===== src/hw/rtl/dvru_pkg.sv =====
package dvru_pkg;

	localparam int MAX_NODES = 16;
	localparam int NODE_BITS = $clog2(MAX_NODES);
	localparam int COST_BITS = 16;
	localparam int ENTRY_W   = COST_BITS + 1;
	localparam int CNT_BITS  = NODE_BITS + 1;
	localparam int ADDR_BITS = 2 * NODE_BITS;
	localparam int CFG_W     = CNT_BITS;

	localparam logic [COST_BITS-1:0] COST_MAX = {COST_BITS{1'b1}};
	localparam logic [ENTRY_W-1:0] ENTRY_UNREACH = {1'b1, {COST_BITS{1'b0}}};
	localparam logic [ENTRY_W-1:0] ENTRY_ZERO = '0;

	localparam logic CFG_SELF_ID    = 1'b0;
	localparam logic CFG_NODE_COUNT = 1'b1;

	localparam logic REQ_LINK   = 1'b0;
	localparam logic REQ_VECTOR = 1'b1;

	typedef struct packed {
		logic                 req_type;
		logic [NODE_BITS-1:0] neighbor;
		logic [NODE_BITS-1:0] destination;
		logic [COST_BITS-1:0] cost;
		logic                 unreachable;
		logic                 last;
	} in_item_t;

	typedef struct packed {
		logic [NODE_BITS-1:0] route_dest;
		logic [COST_BITS-1:0] route_cost;
		logic                 route_unreachable;
		logic [NODE_BITS-1:0] next_hop;
		logic                 vector_changed;
		logic                 last_route;
	} out_item_t;

	typedef enum logic {
		CMD_LINK,
		CMD_VECTOR
	} cmd_kind_t;

	typedef struct packed {
		cmd_kind_t            kind;
		logic                 wr_en;
		logic                 recompute;
		logic [NODE_BITS-1:0] neighbor;
		logic [NODE_BITS-1:0] destination;
		logic [ENTRY_W-1:0]   entry;
	} cmd_t;

endpackage


===== src/hw/rtl/dvru_front.sv =====
module dvru_front import dvru_pkg::*; (
	input  in_item_t             item,
	input  logic [NODE_BITS-1:0] self_id,
	output cmd_t                 cmd
);

	always_comb begin
		cmd.kind        = (item.req_type == REQ_VECTOR) ? CMD_VECTOR : CMD_LINK;
		// Writes that name this router as neighbour are dropped; the own row
		// belongs to the engine.
		cmd.wr_en       = (item.neighbor != self_id);
		cmd.recompute   = (item.req_type == REQ_VECTOR) && item.last;
		cmd.neighbor    = item.neighbor;
		cmd.destination = item.destination;
		cmd.entry       = item.unreachable ? ENTRY_UNREACH : {1'b0, item.cost};
	end

endmodule


===== config.mk =====
export PLATFORM = sky130hd
export DESIGN_NAME = dvru_front
export DESIGN_NICKNAME = d
export VERILOG_FILES = /design/src/hw/rtl/dvru_pkg.sv /design/src/hw/rtl/dvru_front.sv
export SDC_FILE = /design/constraint.sdc
export NUM_CORES = 1
export LEC_CHECK = 0
export BUFFER_PORTS_ARGS = -buffer_cell sky130_fd_sc_hd__clkbuf_2
export CORE_AREA = 2 2 39 41
export DETAILED_ROUTE_END_ITERATION = 10
export DIE_AREA = 0 0 41 43
export GPL_TIMING_DRIVEN = 0
export PLACE_DENSITY = 0.81
export SETUP_SLACK_MARGIN = 0.02
export SYNTH_ARGS = -nofsm -noshare
export SYNTH_HDL_FRONTEND = slang
export SYNTH_SLANG_ARGS = --single-unit

===== constraint.sdc =====
create_clock -name vclk -period 0.8
set_input_delay 0.04 -clock vclk [all_inputs]
set_output_delay 0.04 -clock vclk [all_outputs]
set_load 0.01 [all_outputs]

==> results by group <==
Status
  • Status: completed

Layout
  • Antenna cells: 0
  • Num sequential: 0
  • Final net count: 121
  • Count of non-filler cells in the finished layout: 104
  • Area grow syn2layout: 110.8%
  • Footprint of the multi-input gates: 180.2 um^2
  • FILL cells: 147
  • Design area: 561.8 um^2
  • # clk buffers: 0
  • Share of cells above drive strength 1: 89.77%
  • Final core occ: 40.60%
  • Reg area: 0 um^2

Placed design
  • Placed cell area: 561.8 um^2
  • Port Buf Inserts: 55
  • Pre-CTS WS: 169.6 ps
  • # placed instances: 104
  • Routability cong.: 0.7726

Clocking
  • Hold Buf Count CTS: 0
  • CTS-repair resized insts: 0
  • Post-CTS setup buffer count: 0

Synthesis
  • Sequential-to-total area share from yosys stat: 0%
  • Synth unique cells: 8
  • Post-Synthesis Cells: 33
  • Syn Nets: 64
  • Post-Syn Area: 266.5 um^2
  • Syn avg cell area: 8.076 um^2
  • Syn. warnings: 0

Power and ir drop
  • Switch share: 40.93%
  • Int Pwr: 0.1742 mW
  • Overall Power: 0.2949 mW
  • Psw: 0.1207 mW
  • Logic pwr share: 100.0%
  • Worst VDD drop: 0.1962 mV
  • Leak pwr: 0.3568 nW
  • Sequential fraction of design power: 0%
  • Clk network pwr share: 0%
  • Pwr/cell area: 524.9 nW/um^2

GRT
  • Vias in the first global route: 331
  • Pin count of the biggest net entering global routing: 11
  • Grt total ovfl: 0
  • Initial antenna violation count: 0
  • First-pass GRT wire length: 1076 um
  • Total track usage: 8.092%

Routing
  • Wirelength per Cell: 8.365 um
  • DRT iter0 DRCs: 0
  • Antenna viol nets, final: 0
  • Pre-Repair DR Iteration Count: 1
  • DRC violations left: 0
  • Final WL: 870 um
  • Vias per cell: 3.885
  • Vias: 404

STA
  • Fin Setup TNS: 0 ps
  • Final worst slack: 174.2 ps
  • RSZ-0062 raised after global routing: no
  • Final worst path period need: 625.8 ps
  • Final setup fails: 0
  • Worst Tran Pin Value: 142.6 ps
  • Max Fclk: 1598 MHz
  • Pins Over Slew Limit: 0
  • Worst slew margin: 90.43%
  • Worst hold slack: 267.9 ps
  • Fin crit share: 78.23%
  • Endpoints failing hold: 0

Hold path
  • Hold path depth: 2
  • Min-delay src: item[21]
  • HP Class: input port to output port
  • WHS Endpoint: cmd[20]

Floorplanning
  • Die area: 1763 um^2
  • FP Rows: 14
  • Core ar.: 1384 um^2
  • Starting Density: 19.26%
  • Die height: 43 um
  • Die width: 41 um
  • # IOs: 59

Setup path
  • Setup crit start kind: input port
  • WS Path Type: input port to output port
  • Max FO, Critical Path: 10
  • Req. time, crit path: 760 ps
  • Critical Path AT: 590 ps
  • CP Capture Type: output port

Job
  • Maxcap violations: 0
[worst max-delay path by stage]
stage / startpoint / endpoint / slack (ps) / depth (start not counted)
after floorplan: item[1] / cmd[13] / 400 / 2
after global placement: item[1] / cmd[13] / 190 / 4
after detailed placement: item[1] / cmd[14] / 170 / 4
after CTS: item[1] / cmd[14] / 170 / 4
after global routing: item[1] / cmd[13] / 110 / 4
final: item[1] / cmd[14] / 170 / 4
[cell type report]
cell class                 instances  area share, %
multi-input combinational         22          32.07
tap                               16          3.563
timing repair buffer              55          49.00
buffer                            11          15.37
[power by group through the flow]
stage	registers, mW	clock network (mW)	logic, mW
after floorplan	0	0	0.154
after global placement	0	0	0.291
after detailed placement	0	0	0.299
after CTS	0	0	0.300
after global routing	0	0	0.324
final	0	0	0.295
[logic make-up (layout without fill, tap and decap cells)]
kind of cell / after synthesis / in the layout / synth area share (%)
xor+xnor: 4 / 4 / 13.14
simple gates: 18 / 18 / 54.46
buf+inv: 11 / 66 / 32.39
[cells in the mapped netlist (all sizes together)]
cell / number / share of area (%)
and2b: 6 / 20
xnor2: 4 / 13
nor2b: 10 / 30
buf: 11 / 32
and2: 1 / 2.3
nand4: 1 / 2.3
[worst max-delay path: stages]
cell,delay (ps)
clkbuf_2,130
buf_6,160
nor2b_1,110
clkbuf_2,140
[cells in the final DEF, fill, tap and decap left out]
| cell | instances |
|---|---|
| clkbuf_2 | 55 |
| buf_4 | 10 |
| nor2b_2 | 7 |
| and2b_2 | 6 |
| xnor2_1 | 4 |
| nor2b_1 | 3 |
| nand4_1 | 1 |
| buf_6 | 1 |
| and2_1 | 1 |
[routing by layer]
layer | part of all wire (%) | up-vias | global-route usage [%] | routed length (um)
li1 | - | 200 | - | -
met1 | 30 | 171 | 6.013 | 257
met2 | 56 | 33 | 19.38 | 485
met3 | 15 | 0 | 0 | 127
met4 | 0 | 0 | 0 | 0
met5 | 0 | - | 0 | 0
Note: power is estimated with default switching activity, not from simulation.
