`config.mk`:
```
export PLATFORM = sky130hd
export DESIGN_NAME = dvru_queue
export DESIGN_NICKNAME = d
export VERILOG_FILES = /design/src/hw/rtl/dvru_pkg.sv /design/src/hw/rtl/dvru_queue.sv
export SDC_FILE = /design/constraint.sdc
export NUM_CORES = 1
export LEC_CHECK = 0
export ABC_CLOCK_PERIOD_IN_PS = 5000
export BUFFER_PORTS_ARGS = -buffer_cell sky130_fd_sc_hd__buf_2
export CAP_MARGIN = 20
export CORE_MARGIN = 5
export CORE_UTILIZATION = 55
export CTS_CLUSTER_SIZE = 20
export DETAILED_ROUTE_END_ITERATION = 7
export PLACE_DENSITY_LB_ADDON = 0.12
export RECOVER_POWER = 25
export SYNTH_ARGS = -nofsm -noshare
export SYNTH_HDL_FRONTEND = slang
export SYNTH_SLANG_ARGS = --single-unit
export TNS_END_PERCENT = 10
```
`constraint.sdc`:
```
create_clock -name clk -period 5 [get_ports clk]
set_clock_uncertainty 0.2 [all_clocks]
set_input_delay 1.5 -clock clk [delete_from_list [all_inputs] [get_ports clk]]
set_output_delay 1.5 -clock clk [all_outputs]
set_load 0.05 [all_outputs]
```
`src/hw/rtl/dvru_pkg.sv`:
```
package dvru_pkg;

	localparam int MAX_NODES = 16;
	localparam int NODE_BITS = $clog2(MAX_NODES);
	localparam int COST_BITS = 16;
	localparam int ENTRY_W   = COST_BITS + 1;
	localparam int CNT_BITS  = NODE_BITS + 1;
	localparam int ADDR_BITS = 2 * NODE_BITS;
	localparam int CFG_W     = CNT_BITS;

	localparam logic [COST_BITS-1:0] COST_MAX = {COST_BITS{1'b1}};
	localparam logic [ENTRY_W-1:0] ENTRY_UNREACH = {1'b1, {COST_BITS{1'b0}}};
	localparam logic [ENTRY_W-1:0] ENTRY_ZERO = '0;

	localparam logic CFG_SELF_ID    = 1'b0;
	localparam logic CFG_NODE_COUNT = 1'b1;

	localparam logic REQ_LINK   = 1'b0;
	localparam logic REQ_VECTOR = 1'b1;

	typedef struct packed {
		logic                 req_type;
		logic [NODE_BITS-1:0] neighbor;
		logic [NODE_BITS-1:0] destination;
		logic [COST_BITS-1:0] cost;
		logic                 unreachable;
		logic                 last;
	} in_item_t;

	typedef struct packed {
		logic [NODE_BITS-1:0] route_dest;
		logic [COST_BITS-1:0] route_cost;
		logic                 route_unreachable;
		logic [NODE_BITS-1:0] next_hop;
		logic                 vector_changed;
		logic                 last_route;
	} out_item_t;

	typedef enum logic {
		CMD_LINK,
		CMD_VECTOR
	} cmd_kind_t;

	typedef struct packed {
		cmd_kind_t            kind;
		logic                 wr_en;
		logic                 recompute;
		logic [NODE_BITS-1:0] neighbor;
		logic [NODE_BITS-1:0] destination;
		logic [ENTRY_W-1:0]   entry;
	} cmd_t;

endpackage

```
`src/hw/rtl/dvru_queue.sv`:
```
module dvru_queue import dvru_pkg::*; (
	input  logic clk,
	input  logic arst_n,
	input  logic push,
	input  cmd_t push_cmd,
	output logic full,
	input  logic pop,
	output logic pop_valid,
	output cmd_t pop_cmd
);

	cmd_t       slot_q [2];
	logic       wptr_q;
	logic       rptr_q;
	logic [1:0] count_q;
	logic       do_push;
	logic       do_pop;

	assign full      = (count_q == 2'd2);
	assign pop_valid = (count_q != 2'd0);
	assign pop_cmd   = slot_q[rptr_q];
	assign do_push   = push && !full;
	assign do_pop    = pop && pop_valid;

	always_ff @(posedge clk or negedge arst_n) begin
		if (!arst_n) begin
			wptr_q  <= 1'b0;
			rptr_q  <= 1'b0;
			count_q <= 2'd0;
		end else begin
			if (do_push) wptr_q <= ~wptr_q;
			if (do_pop) rptr_q <= ~rptr_q;
			count_q <= count_q + {1'b0, do_push} - {1'b0, do_pop};
		end
	end

	always_ff @(posedge clk) begin
		if (do_push) slot_q[wptr_q] <= push_cmd;
	end

endmodule

```
==> impl_results.md, run 1 <==
- Met1 usage: approximately 15%
- P_leak: around 0.0011 uW
- Syn_area_per_cell: roughly 22 um2
- Peak supply drop: 0.000373 V
- Relative slew slack: approximately two thirds
- DR iter-0 viols: 48
- Count of flip-flops with a built-in enable after synthesis: 56
- TritonCTS clock tree: done
- Die Area: 5510 um2
- Root Driver: clkbuf_8
- Crit path launch type: flop
- DP Area: 2630 um2
- Layout cell share with drive strength beyond 1: ~57%
- Crit-path max FO: 21
- Via count: between 1000 and 1500
- Worst-margin pin slew: about 0.50 ns
- Vias in the first global route: 1283
- Cell Rows: 23
- Final Non-Filler Cells: approximately 230
- Worst-Skew Late Latency: ~0.32 ns
- CTS hold repair buffers: 0
- Async set-reset flop share out of synthesis: under 10%
- Seq cells post-synth: 60
- RSZ-0062 raised after global routing: false
- Final period utilization: 71.8%
- Primary FF master, synth: edfxtp_1
- Setup CP Type: reg -> out
- Most frequent cells after synthesis: edfxtp_1, mux2_2, mux2_4
- Final count of negative-setup-slack endpoints: 0
- Maximum capacitance violations: 0
- Filler Cell Count: 293
- DP Worst Slack: 1.74 ns
- Power Density: between 600 and 700 nW/um2
- Synth warn: 0
- Post-DR wirelength/cell: between 15 and 20 um
- Synth-to-Final Area Change: 22.9%
- Placed Cells: ~220
- Final Hold Fails: 0
- First-pass GRT wire length: a little under 6000 um
- Clock Path Buffers: 2
- Largest area contributor in the netlist: edfxtp_1
- Design area: 2790 um2
- Crit path DAT: between 1.5 and 2 ns
- Hold crit path type: reg -> reg
- Port bufs: a little over 60
- Final Max Slew Viols: 0
- DRC Markers: 0
- Post-synthesis sequential area ratio: 78.5%
- Distinct cells, synth: 17
- Met2 GRT Util: between 20% and 30%
- CP required: approximately 3.3 ns
- Die width: 74.3 um
- Worst setup margin: approximately 1.4 ns
- GP Congestion: around 0.66
- Hpwl dp: 2580 um
- Antenna violations before repair: 0
- Post-CTS setup buffers: 0
- Fin nets: about 210
- Die Span Y: 74.3 um
- Minimum clock period: about 3.6 ns
- Grt ovf: 0
- Initial Util: a little under three fifths
- Top achievable clock speed: roughly 0.28 GHz
- Status: complete, no violations
- Post-Synthesis Net Count: ~140
- Largest net degree at the start of global routing: 22
- Post-cts repair resize count: 0
- Sink Count: 60
- Post-Route Setup TNS: 0 ns
- H-tree depth: 3
- Grt peak-use layer: met2
- Detail Route Antenna Nets: 0
- Routed wire length: 3760 um
- Met3 GRT Util: 6.22%
- Boundary pin count: 62
- Yosys top cell area share: 74.0%
- Tot GR Track Use: 14.8%
- Core ar.: approximately 4000 um2
- Via/cell ratio: 4.98
- ANT cells: 0
- Post-Syn Area: approximately 2300 um2
- Synth top area cells: edfxtp_1, mux2_2, mux2_4
- CP endpoint kind: output port
- Gate count of the mapped netlist: 105
- Most frequent cell after synthesis: edfxtp_1
- Total CTS buffers: 9
- Clock transition at path regs: 0.06 ns
- Fin util: 69.8%
- Detailed Routing Iterations Pass 1: 4
registers in the layout (all words and copies together), names as in the netlist:
name and count:
slot_q 56, rptr_q 1, wptr_q 1, count_q 2
kinds of logic after synthesis:
family	share of synthesized area (%)
mux	15.5
xor+xnor	1.54
buf+inv	1.82
flops	78.5
fa+ha+maj	1.10
simple gates	1.54
final cells by class:
type	count	area, um2	area share (%)
clock buffers	9	124	4.44
clock inverters	7	43.8	1.57
inverters	2	7.51	0.269
multi-input cells	40	450	16.1
flip-flops and latches	60	1780	63.9
well taps	50	62.6	2.24
repair buffers	64	320	11.5
power by group:
part	switching (uW)	leakage, uW	internal [uW]
Combinational	589	0.000450	254
Clock	181	0.0000848	176
Sequential	46.9	0.000567	690
layout by cell type, fill, tap and decap left out, drive strengths merged:
cell,netlist,final
mux2,28,28
and3,1,1
and2,1,1
inv,2,2
edfxtp,56,56
or2,1,1
xnor2,3,3
nor2,1,1
nand2,1,1
clkbuf,0,15
ha,2,2
xor2,1,1
dfrtp,4,4
nand2b,1,1
clkinv,0,5
clkinvlp,0,2
buf,3,58
per-stage QoR:
stage,total power (uW),hold WS [ns]
after global routing,2020,0.330
final,1940,0.311
after detailed placement,1600,0.301
after floorplan,1440,0.260
after global placement,1580,0.293
after CTS,1960,0.315
worst max-delay path, cell delays in order, from the launching register on:
cell,delay [ns]
dfrtp_1,0.57
buf_4,0.40
mux2_2,0.38
buf_2,0.21
metal layers:
layer / vias up / part of all wire [%] / routed length, um
met5: - / 0 / 0
met4: 0 / 2.4 / 92
met3: 10 / 7.5 / 282
met2: 42 / 52 / 1970
met1: 555 / 38 / 1410
li1: 549 / - / -
worst paths after layout:
check / start / to / slack, ns / depth (start not counted)
min in group asynchronous: arst_n / rptr_q / 0.82 / 1
hold / removal: count_q[0] / count_q[0] / 0.31 / 1
max in group asynchronous: arst_n / count_q[1] / 3.57 / 1
setup / recovery: rptr_q / pop_cmd[7] / 1.41 / 3
hold reg to reg: count_q[0] / count_q[0] / 0.31 / 1
setup reg to reg: count_q[1] / slot_q[0][26] / 3.05 / 4
No activity file was read; power rests on OpenSTA's default activity.
==> run 2: changes to the inputs <==
ABC_CLOCK_PERIOD_IN_PS = 2900   (was 5000)
CORE_UTILIZATION = 46   (was 55)
clock period = 2.9 ns   (was 5 ns; I/O delays follow)
==> run 2 against run 1 <==
Non-clock buffer count rose by 3. Routed wire length rose by 1.2%. Combinational power rose by 79%. Sequential power rose by 70%. Sequential share of layout area fell by 1.5 points. Final cell count rose by 8.6%. Core utilization fell by 9.7 points. Critical path depth did not move. Register-to-register slack got worse by 2.1 ns. Sequential cell count did not move. Largest cell class unchanged.
==> impl_results.md, run 2 (same netlist as run 1, synthesis figures left out) <==
- Status: complete, no violations (unchanged)
- DR iter-0 viols: 65 (was 48)
- Top Layer Used: met4 (unchanged)
- Largest net degree at the start of global routing: 18 (was 22)
- Clock transition at path regs: 0.06 ns (about the same)
- Die width: 80.3 um (was 74.3 um)
- Power Density: 1210 nW/um2 (was 694 nW/um2)
- H-tree depth: 3 (unchanged)
- Layout cell share with drive strength beyond 1: 55.7% (was 57.1%)
- Synth-to-Final Area Change: 25.7% (was 22.9%)
- Combinational Power Share: 43.7% (was 43.5%)
- Reg2reg start: count_q[1] (unchanged)
- Detail Route Antenna Nets: 0 (unchanged)
- Worst r2r dst: count_q[1] (was slot_q[0][26])
- Sink Count: 60 (unchanged)
- RSZ-0062 raised after global routing: false (unchanged)
- Top achievable clock speed: 0.383 GHz
- Worst-margin pin slew: 0.279 ns (was 0.504 ns)
- Clk pwr share: 20.2% (was 18.4%)
- Via count: 1151 (was 1156)
- Fin util: 60.1% (was 69.8%)
- Grt ovf: 0 (unchanged)
- Clock Path Buffers: 2 (unchanged)
- Post-CTS setup buffers: 0 (unchanged)
- Die Span Y: 80.3 um (was 74.3 um)
- Worst setup margin: 0.292 ns (was 1.41 ns)
- ANT cells: 0 (unchanged)
- Internal power: 2040 uW (was 1120 uW)
- Boundary pin count: 62 (unchanged)
- DRC Markers: 0 (unchanged)
- Crit path DAT: 1.54 ns (was 1.89 ns)
- Met3 routed WL: 288 um (was 282 um)
- Final count of negative-setup-slack endpoints: 0 (unchanged)
- Die Area: 6440 um2 (was 5510 um2)
- Hold_ws: 0.178 ns (was 0.311 ns)
- Antenna violations before repair: 0 (unchanged)
- Final Hold Fails: 0 (unchanged)
- Fin nets: 214 (was 211)
- Peak supply drop: 0.000605 V (was 0.000373 V)
- Metal-1 WL: 1500 um (was 1410 um)
- Most frequent cells in the layout: edfxtp_1, buf_2, mux2_2 (unchanged)
- CP required: 1.83 ns (was 3.30 ns)
- Cell Rows: 25 (was 23)
- Detailed Routing Iterations Pass 1: 3 (was 4)
- R2R Setup Slk: 0.95 ns (was 3.05 ns)
- Routed wire length: 3800 um (was 3760 um)
- Crit path launch type: flop (unchanged)
- Final period utilization: about 90%
- TritonCTS clock tree: done (unchanged)
- Setup CP Type: reg -> out (unchanged)
- Largest register FFs: 56 (unchanged)
- Minimum clock period: around 2.6 ns
- First-pass GRT wire length: 6130 um (was 5780 um)
- Hold crit path type: in -> async (was reg -> reg)
- Sw frac: 40.9% (was 42.2%)
- Top flop regs: slot_q x56, count_q x2 (unchanged)
- Design area: 2860 um2 (was 2790 um2)
- Switching pwr: 1410 uW (was 816 uW)
- Tot GR Track Use: 13.3% (was 14.8%)
- Worst reg-to-reg path cell count: 7 (was 4)
- Core ar.: 4750 um2 (was 4000 um2)
- Via/cell ratio: 4.57 (was 4.98)
- Crit-path max FO: 17 (was 21)
- GP Congestion: 0.612 (was 0.661)
- Post-Route Setup TNS: 0 ns (unchanged)
- Root Driver: clkbuf_8 (unchanged)
- Final Max Slew Viols: 0 (unchanged)
- Most common cell after layout, fill and taps aside: edfxtp_1 (unchanged)
- Total CTS buffers: 9 (unchanged)
- Sequential Power Share: 36.1% (was 38.1%)
- Maximum capacitance violations: 0 (unchanged)
- Post-DR wirelength/cell: 15.1 um (was 16.2 um)
- Hpwl dp: 2750 um (was 2580 um)
- P_leak: 0.00111 uW (was 0.00110 uW)
- Post-cts repair resize count: 0 (unchanged)
- Port bufs: 61 (unchanged)
- Vias in the first global route: 1334 (was 1283)
- DP Area: 2670 um2 (was 2630 um2)
- CTS hold repair buffers: 0 (unchanged)
- CP endpoint kind: output port (unchanged)
- DR WL met2: 1950 um (was 1970 um)
- Initial Util: 47.8% (was 56.8%)
- Worst-Skew Late Latency: 0.32 ns (about the same)
- Biggest register: slot_q (unchanged)
- Relative slew slack: 81.4% (was 66.4%)
- DP Worst Slack: 0.618 ns (was 1.74 ns)
run 2: cell count changes in the layout (fill, tap and decap cells not counted):
cell and change:
clkinv_2 -4, bufinv_16 +1, clkinv_1 +2, clkbuf_1 +2
buf_4 +3, buf_2 -2, clkinv_4 -1, clkinvlp_4 +2
run 2: layer usage:
layer	vias to the layer above	GRT usage [%]
met4	0	7.09
li1	553	-
met5	-	0
met2	42	21.9
met1	552	14.0
met3	4	6.28
run 2: layout make-up:
type | count | area, um2
multi-input cells | 40 | 450
fillers | 385 | 1900
flip-flops and latches | 60 | 1780
clock buffers | 9 | 124
well taps | 67 | 83.8
inverters | 2 | 7.51
clock inverters | 7 | 67.6
repair buffers | 67 | 340
run 2: power by group through the flow:
| stage | Sequential (uW) | Combinational, uW | Clock [uW] |
|---|---|---|---|
| CTS | 1250 | 1530 | 723 |
| floorplan | 1250 | 1230 | 0 |
| detailed placement | 1270 | 1530 | 0 |
| global placement | 1250 | 1510 | 0 |
| global route | 1260 | 1590 | 768 |
| finish | 1250 | 1510 | 697 |
run 2: metrics by stage:
stage | std cells | total power, uW
5_1_grt | 252 | 3620
2_1_floorplan | 105 | 2490
3_5_place_dp | 236 | 2790
6_report | 252 | 3450
3_3_place_gp | 236 | 2760
4_1_cts | 252 | 3500
run 2: worst max path at each step:
| stage | end | cells past startpoint | slack (ns) | start |
|---|---|---|---|---|
| after global placement | pop_cmd[18] | 3 | 0.63 | rptr_q |
| after CTS | pop_cmd[18] | 3 | 0.25 | rptr_q |
| after global routing | pop_cmd[18] | 3 | 0.22 | rptr_q |
| after floorplan | slot_q[0][0] | 2 | 0.13 | push |
| final | pop_cmd[18] | 3 | 0.29 | rptr_q |
| after detailed placement | pop_cmd[18] | 3 | 0.62 | rptr_q |
run 2: critical path, cell delays in order (launching register included):
cell     delay (ns)
dfrtp_1        0.34
buf_4          0.28
mux2_2         0.37
buf_2          0.21
==> run 3: changes to the inputs <==
CELL_PAD_IN_SITES_DETAIL_PLACEMENT = 0   (was not set)
CELL_PAD_IN_SITES_GLOBAL_PLACEMENT = 2   (was not set)
CORE_ASPECT_RATIO = 2   (was not set)
CORE_UTILIZATION = 34   (was 46)
SETUP_SLACK_MARGIN = 0.4   (was not set)
==> run 3 against run 2 <==
Sequential share of layout area decreased by 8.6 points. Clock-buffer cell count increased by 6. Register-to-register slack improved by 0.08 ns. Combinational power increased by 32%. Non-clock buffer count increased by 4. Die area increased by 32%. Global-route usage decreased by 1.1 points. Routed wire length increased by 21%. Total power increased by 25%. Final cell count increased by 9.9%.
==> impl_results.md, run 3 (same netlist as run 1, synthesis figures left out) <==
- Die Span Y: 126 um (was 80.3 um)
- Power Density: 1310 nW/um2 (was 1210 nW/um2)
- Top Layer Used: met4 (unchanged)
- Biggest register: slot_q (unchanged)
- Worst setup margin: 0.359 ns (was 0.292 ns)
- Clk pwr share: 24.7% (was 20.2%)
- Fin nets: 218 (was 214)
- Worst-Skew Late Latency: 0.32 ns (about the same)
- GP Congestion: 0.623 (was 0.612)
- Combinational Power Share: 46.2% (was 43.7%)
- Hpwl dp: 2810 um (was 2750 um)
- Post-DR wirelength/cell: 16.6 um (was 15.1 um)
- Tot GR Track Use: 12.2% (was 13.3%)
- Most frequent cells in the layout: edfxtp_1, buf_6, buf_2 (was edfxtp_1, buf_2, mux2_2)
- Final count of negative-setup-slack endpoints: 0 (unchanged)
- Sink Count: 60 (unchanged)
- Port bufs: 61 (unchanged)
- Die Area: 8510 um2 (was 6440 um2)
- Die width: 67.8 um (was 80.3 um)
- ANT cells: 0 (unchanged)
- First-pass GRT wire length: 7110 um (was 6130 um)
- P_leak: 0.00130 uW (was 0.00111 uW)
- Crit-path max FO: 4 (was 17)
- Final Max Slew Viols: 0 (unchanged)
- Root Driver: clkbuf_16 (was clkbuf_8)
- Sequential Power Share: 29.1% (was 36.1%)
- Clock Path Buffers: 2 (unchanged)
- Setup CP Type: reg -> out (unchanged)
- Filler Cell Count: 566 (was 385)
- Peak supply drop: 0.000630 V (was 0.000605 V)
- Top flop regs: slot_q x56, count_q x2 (unchanged)
- Maximum capacitance violations: 0 (unchanged)
- Synth-to-Final Area Change: 45.8% (was 25.7%)
- Detailed Routing Iterations Pass 1: 3 (unchanged)
- CP required: 1.83 ns (about the same)
- Antenna violations before repair: 0 (unchanged)
- Crit path launch type: flop (unchanged)
- DP Area: 2690 um2 (was 2670 um2)
- Detail Route Antenna Nets: 0 (unchanged)
- Vias in the first global route: 1374 (was 1334)
- Via count: 1197 (was 1151)
- Via/cell ratio: 4.32 (was 4.57)
- CP endpoint kind: output port (unchanged)
- Crit path DAT: 1.47 ns (was 1.54 ns)
- Layout cell share with drive strength beyond 1: 56.6% (was 55.7%)
- Hold_ws: 0.184 ns (was 0.178 ns)
- Internal power: 2790 uW (was 2040 uW)
- Minimum clock period: 2.54 ns (was 2.61 ns)
- Metal-1 WL: 1570 um (was 1500 um)
- Routed wire length: 4590 um (was 3800 um)
- DR WL met2: 2630 um (was 1950 um)
- Total CTS buffers: 9 (unchanged)
- Cell Rows: 42 (was 25)
- H-tree depth: 3 (unchanged)
- DP Worst Slack: 0.597 ns (was 0.618 ns)
- Largest net degree at the start of global routing: 29 (was 18)
- RSZ-0062 raised after global routing: true (was false)
- Grt ovf: 0 (unchanged)
- Status: complete, no violations (unchanged)
- Largest register FFs: 56 (unchanged)
- Top achievable clock speed: 0.394 GHz (was 0.383 GHz)
- Clock transition at path regs: 0.05 ns (was 0.06 ns)
- Sw frac: 35.5% (was 40.9%)
- Placed Cells: 255 (was 236)
- Worst-margin pin slew: 0.416 ns (was 0.279 ns)
- Post-Route Setup TNS: 0 ns (unchanged)
- DRC Markers: 0 (unchanged)
- Initial Util: 34.6% (was 47.8%)
- Switching pwr: 1530 uW (was 1410 uW)
- Hold crit path type: in -> async (unchanged)
- TritonCTS clock tree: done (unchanged)
- Final Non-Filler Cells: 277 (was 252)
- Boundary pin count: 62 (unchanged)
- DR iter-0 viols: 41 (was 65)
- Most common cell after layout, fill and taps aside: edfxtp_1 (unchanged)
- Final Hold Fails: 0 (unchanged)
- Relative slew slack: 72.3% (was 81.4%)
- Final period utilization: 87.6% (was 89.9%)
- Core ar.: 6570 um2 (was 4750 um2)
- Design area: 3310 um2 (was 2860 um2)
- Met3 routed WL: 323 um (was 288 um)
run 3: cell count changes in the layout (fill, tap and decap cells not counted), moves of 3 or more:
cell and delta:
buf_2 -28, clkbuf_8 -6, buf_6 +27, clkbuf_1 +3, clkbuf_16 +10, clkinvlp_4 -4
run 3: critical path, cell delays in order, from the launching register on:
cell	delay [ns]
dfrtp_2	0.42
buf_6	0.14
clkbuf_16	0.15
mux2_4	0.30
buf_8	0.15
run 3: repair_timing:
action                     4_1_cts  5_1_grt
gates cloned                     2        1
setup endpoints to repair       21       28
gates resized for setup         56       16
hold buffers                     0        0
setup buffers                    2        1
run 3: final timing paths:
check	start	to	slack, ns	cells after the start
max	rptr_q	pop_cmd[8]	0.36	4
min	arst_n	wptr_q	0.18	1
max reg2reg	count_q[1]	count_q[1]	1.03	7
min reg2reg	count_q[0]	count_q[0]	0.32	1
max in group asynchronous	arst_n	rptr_q	2.09	1
min in group clk	count_q[0]	count_q[0]	0.32	1
run 3: power by group through the flow:
stage,clock (uW),sequential (uW),combinational [uW]
after global placement,0,1260,1510
final,1070,1260,2000
after global routing,1140,1280,2090
after detailed placement,0,1270,1530
after CTS,1100,1260,1930
after floorplan,0,1250,1240
run 3: area by class of cell:
class                      count  area (um2)  area share (%)
timing repair buffer          71         644            19.5
sequential                    60        1780            53.8
clock buffer                  15         278            8.39
clock inverter                 1        30.0           0.907
multi-input combinational     40         459            13.9
tap                           88         110            3.32
inverter                       2        7.51           0.227
run 3: stage by stage:
stage,total power [uW],util (%)
floorplan,2490,-
global placement,2770,41.0
CTS,4280,49.5
finish,4330,50.4
global route,4520,50.4
detailed placement,2800,41.0
run 3: routing by layer:
metal | up-vias | GRT usage, %
li1 | 563 | -
met1 | 585 | 12.3
met2 | 43 | 20.2
met3 | 6 | 5.30
met4 | 0 | 7.03
met5 | - | 0
